### config.mk
export PLATFORM = sky130hd
export DESIGN_NAME = ikhm_divider
export DESIGN_NICKNAME = d
export VERILOG_FILES = /design/src/hdl/ikhm_pkg.sv /design/src/hdl/ikhm_divider.sv
export SDC_FILE = /design/constraint.sdc
export NUM_CORES = 1
export LEC_CHECK = 0
export BUFFER_PORTS_ARGS = -buffer_cell sky130_fd_sc_hd__clkbuf_2
export CORE_AREA = 2 2 73 75
export CTS_BUF_LIST = sky130_fd_sc_hd__clkbuf_8 sky130_fd_sc_hd__clkbuf_16
export DETAILED_ROUTE_END_ITERATION = 10
export DIE_AREA = 0 0 75 77
export GPL_TIMING_DRIVEN = 0
export PLACE_DENSITY_LB_ADDON = 0.12
export SLEW_MARGIN = 10
export SYNTH_ARGS = -nofsm -noshare
export SYNTH_HDL_FRONTEND = slang
export SYNTH_SLANG_ARGS = --single-unit
export TNS_END_PERCENT = 30
### constraint.sdc
create_clock -name clk -period 2.05 [get_ports clk]
set_input_delay 0.3075 -clock clk [delete_from_list [all_inputs] [get_ports clk]]
set_output_delay 0.3075 -clock clk [all_outputs]
set_load 0.03 [all_outputs]
### src/hdl/ikhm_pkg.sv
`default_nettype none
package ikhm_pkg;

	// default sizes of the table
	localparam int NUM_BUCKETS_DEF = 64;
	localparam int WAYS_DEF        = 4;
	localparam int KEY_BITS_DEF    = 32;
	localparam int VALUE_BITS_DEF  = 32;

	// command field and bucket count register
	localparam int CMD_W = 2;
	localparam int CFG_W = 7;
	localparam logic [CFG_W-1:0] CFG_RESET = 7'd64;

	// command codes
	localparam logic [CMD_W-1:0] CMD_LOOKUP = 2'd0;
	localparam logic [CMD_W-1:0] CMD_INSERT = 2'd1;
	localparam logic [CMD_W-1:0] CMD_ADD    = 2'd2;
	localparam logic [CMD_W-1:0] CMD_DELETE = 2'd3;

	// status codes
	localparam logic STATUS_DONE = 1'b0;
	localparam logic STATUS_FULL = 1'b1;

	// divider control from the sequencer
	typedef struct packed {
		logic             start;
		logic [CFG_W-1:0] divisor;
	} div_req_t;

	// divider status back to the sequencer
	typedef struct packed {
		logic             done;
		logic [CFG_W-1:0] rem;
	} div_rsp_t;

endpackage
`default_nettype wire

### src/hdl/ikhm_divider.sv
`default_nettype none
// restoring modulo, one key bit per cycle
module ikhm_divider
	import ikhm_pkg::*;
#(
	parameter int KEY_BITS = KEY_BITS_DEF
) (
	input  wire logic                clk,
	input  wire logic                arst_n,
	input  wire div_req_t            req,
	input  wire logic [KEY_BITS-1:0] key,
	output div_rsp_t                 rsp
);

	localparam int CNT_W = $clog2(KEY_BITS + 1);

	logic [KEY_BITS-1:0] shift_q;
	logic [CFG_W-1:0]    rem_q;
	logic [CFG_W-1:0]    div_q;
	logic [CNT_W-1:0]    cnt_q;
	logic                busy_q;
	logic                done_q;

	logic [CFG_W:0]      trial;
	logic [CFG_W:0]      diff;
	logic [CFG_W-1:0]    rem_next;

	// one shift, compare and subtract step
	always_comb begin
		trial = {rem_q, shift_q[KEY_BITS-1]};
		diff  = trial - {1'b0, div_q};
		if (trial >= {1'b0, div_q}) begin
			rem_next = diff[CFG_W-1:0];
		end else begin
			rem_next = trial[CFG_W-1:0];
		end
	end

	// control
	always_ff @(posedge clk or negedge arst_n) begin
		if (!arst_n) begin
			busy_q <= 1'b0;
			done_q <= 1'b0;
			cnt_q  <= '0;
		end else if (req.start) begin
			busy_q <= 1'b1;
			done_q <= 1'b0;
			cnt_q  <= CNT_W'(KEY_BITS);
		end else if (busy_q) begin
			cnt_q <= cnt_q - CNT_W'(1);
			if (cnt_q == CNT_W'(1)) begin
				busy_q <= 1'b0;
				done_q <= 1'b1;
			end
		end
	end

	// datapath
	always_ff @(posedge clk) begin
		if (req.start) begin
			shift_q <= key;
			rem_q   <= '0;
			div_q   <= req.divisor;
		end else if (busy_q) begin
			shift_q <= {shift_q[KEY_BITS-2:0], 1'b0};
			rem_q   <= rem_next;
		end
	end

	assign rsp.done = done_q;
	assign rsp.rem  = rem_q;

endmodule
`default_nettype wire

==> results.txt <==
GRT overflow = 0
CP max FO = 10
Synth top area share = 43.7%
Part of the power in the clock network = 21.9%
Reg power frac = 46.0%
Switch Pwr = 1.07 mW
Input/output buffers = 49
Unrepaired setup endpoints after global routing = no
Cells after Synth = 201
Worst Path Required = 2.25 ns
Crit Path Class = reg2reg
Worst r2r dst = rem_q[2]
Hold_sp = req[4]
Share of cells above drive strength 1 = 39.8%
Ys Warns = 0
# diodes = 0
Sw Ratio = 32.1%
Largest net degree at the start of global routing = 33
First-pass GRT wire length = 7760 µm
Fin crit period = 1.94 ns
CTS Buffer Depth = 2
Total GRT Usage = 17.2%
Routed wire length = 4640 µm
Initial antenna violation count = 0
Pre-CTS setup slack = -0.0313 ns
Setup crit end kind = flop
Top cells by count, synth = edfxtp_1, mux2_2, inv_1, and3_1
Vias in the first global route = 1716
CTS tree = done
Synth area leader = edfxtp_1
Final setup fails = 0
Initial core utilization = 53.8%
Synth top area cells = edfxtp_1, mux2_2, dfrtp_1
Main synth FF type = edfxtp_1
Clk sinks = 54
Post-route ant nets = 0
Hpwl dp = 3320 µm
Via count = 1736
FILL cells = 424
MaxCap Viol Count = 0
Final Slew Violations = 0
I/O Pins = 50
Final Non-Filler Cells = 329
Critical Path AT = 2.13 ns
EDFF count, synth = 39
Final Hold Vio Count = 0
Placed Cells = 320
H-tree depth = 2
Status = finished, final reports clean
Post-route clock period utilization = 94.5%
Synthesized flop and latch total = 54
Ys async rst share = 14.8%
Most numerous cell in the Yosys netlist = edfxtp_1
Reg-to-reg startpoint = rem_q[4]
Lkg Pwr = 1.39 nW
Chip height = 77 µm
Syn Std Cell Area = 0.00268 mm²
Drt first pass iters = 4
Total CTS buffers = 5
Crit path launch type = flop
Worst-Margin Slew = 0.743 ns
DRC errors left = 0
Hold Path Class = in2reg
Num rows = 26
RD Place Congestion = 0.849
Post-CTS setup buffer count = 0
Clock-pin slew on the worst setup and hold paths = 0.10 ns
Horiz. Die Dim = 75 µm
Avg Inst Size Synth = 13.3 µm²
Post-synthesis sequential area ratio = 56.4%
P per Cell Area = 1060 mW/mm²
CTS Root Cell = clkbuf_8
Worst-skew pair later-pin latency = 0.31 ns
Fmax achieved = 516 MHz
Skew final = 0.00691 ns
Vias per Instance = 5.28
Internal power = 2.26 mW
Worst min-delay path endpoint = div_q[4]
Slew HR = 50.3%
DR iter-0 viols = 94
Total power = 3.33 mW
Reg2reg path depth = 5
Comb power frac = 32.1%
Core area = 0.00498 mm²
Setup WS post-layout = 0.113 ns
Net Count, Synth = 253
Area grow syn2layout = 17.3%
Worst hold stages = 1
Wire per inst = 14.1 µm
Worst vdd ir = 0.573 mV
Die ar. = 0.00578 mm²
Count of cell types in the netlist = 54
Nets = 310
Worst R2R Setup Slack = 0.11 ns
==> worst max-delay path: stages (launching register included) <==
cell and delay (ns):
dfxtp_1 0.36, ha_1 0.40, a21o_1 0.22, a211oi_4 0.46, and2_4 0.26, o311ai_2 0.11
==> timing repair <==
action | in CTS | in global routing
endpoints found under the hold margin | 8 | 0
gates resized for setup | 0 | 1
setup endpoints to repair | 0 | 1
hold buffers | 1 | 0
==> layer usage <==
layer  routed length (µm)  part of all wire [%]  vias to the layer above  GRT usage [%]
met3                  239                   5.2                        4           5.12
met4                   28                  0.60                        0           3.93
li1                     -                     -                      863              -
met5                    0                     0                        -              0
met1                 2250                    49                      826           24.6
met2                 2120                    46                       43           25.9
==> kinds of logic after synthesis <==
family	after synthesis	synth area share, %
AO/OA/AOI/OAI	28	8.87
XOR/XNOR	8	2.62
adder cells (fa/ha/maj)	10	4.95
buffers and inverters	22	3.64
flip-flops	54	56.4
multiplexers	31	13.0
AND/OR/NAND/NOR	48	10.5
==> area by class of cell <==
| type | instances | area (µm²) | share of cell area (%) |
|---|---|---|---|
| well taps | 70 | 87.6 | 2.79 |
| inverters | 13 | 48.8 | 1.55 |
| repair buffers | 50 | 255 | 8.12 |
| multi-input cells | 125 | 1080 | 34.3 |
| clock inverters | 3 | 43.8 | 1.39 |
| flip-flops and latches | 54 | 1510 | 48.1 |
| plain buffers | 9 | 48.8 | 1.55 |
| clock buffers | 5 | 68.8 | 2.19 |
==> sequential cells by signal, summed over array words and instances, names as in the netlist <==
register	cells
busy_q	1
cnt_q	6
div_q	7
done_q	1
rem_q	7
shift_q	32
==> per-stage QoR <==
stage | TNS (ns) | hold WS (ns) | utilization, % | area [µm²]
6_report | 0 | 0.169 | 63.1 | 3140
5_1_grt | 0 | 0.159 | 63.1 | 3140
4_1_cts | 0 | 0.167 | 63.0 | 3140
3_5_place_dp | -0.960 | 0.168 | 60.6 | 3010
2_1_floorplan | 0 | 0.0119 | - | 2680
3_3_place_gp | -15.69 | 0.165 | 60.5 | 3010
==> power groups by stage <==
stage / Clock, mW / Sequential, mW / Combinational (mW)
after floorplan: 0 / 1.60 / 0.747
after global placement: 0 / 1.55 / 1.04
after detailed placement: 0 / 1.55 / 1.06
after CTS: 0.742 / 1.53 / 1.07
after global routing: 0.781 / 1.56 / 1.18
final: 0.727 / 1.53 / 1.07
==> cell usage in the layout (no fill, tap or decap), types with 2 or more instances in the layout <==
master / count
ha_1: 9
mux2_2: 31
buf_2: 2
clkbuf_2: 50
edfxtp_1: 39
nor3b_1: 2
a21o_1: 2
a31oi_1: 4
dfxtp_1: 7
clkbuf_8: 5
clkbuf_1: 2
buf_1: 2
a211oi_1: 2
xor2_1: 2
inv_1: 13
nor2b_1: 3
xnor2_1: 6
a21oi_1: 2
and3_1: 11
o31ai_1: 2
nand3_1: 4
dfrtp_1: 8
o21ai_0: 2
nand2_1: 4
nor2_1: 9
==> worst max-delay path by stage <==
stage	start	to	slack, ns
2_1_floorplan	rem_q[4]	rem_q[2]	0.18
3_3_place_gp	req[7]	shift_q[20]	-0.49
3_5_place_dp	req[7]	shift_q[20]	-0.03
4_1_cts	shift_q[31]	rem_q[0]	0.1
5_1_grt	rem_q[4]	rem_q[2]	0.03
6_report	rem_q[4]	rem_q[2]	0.11
(Power assumes the default switching activity.)
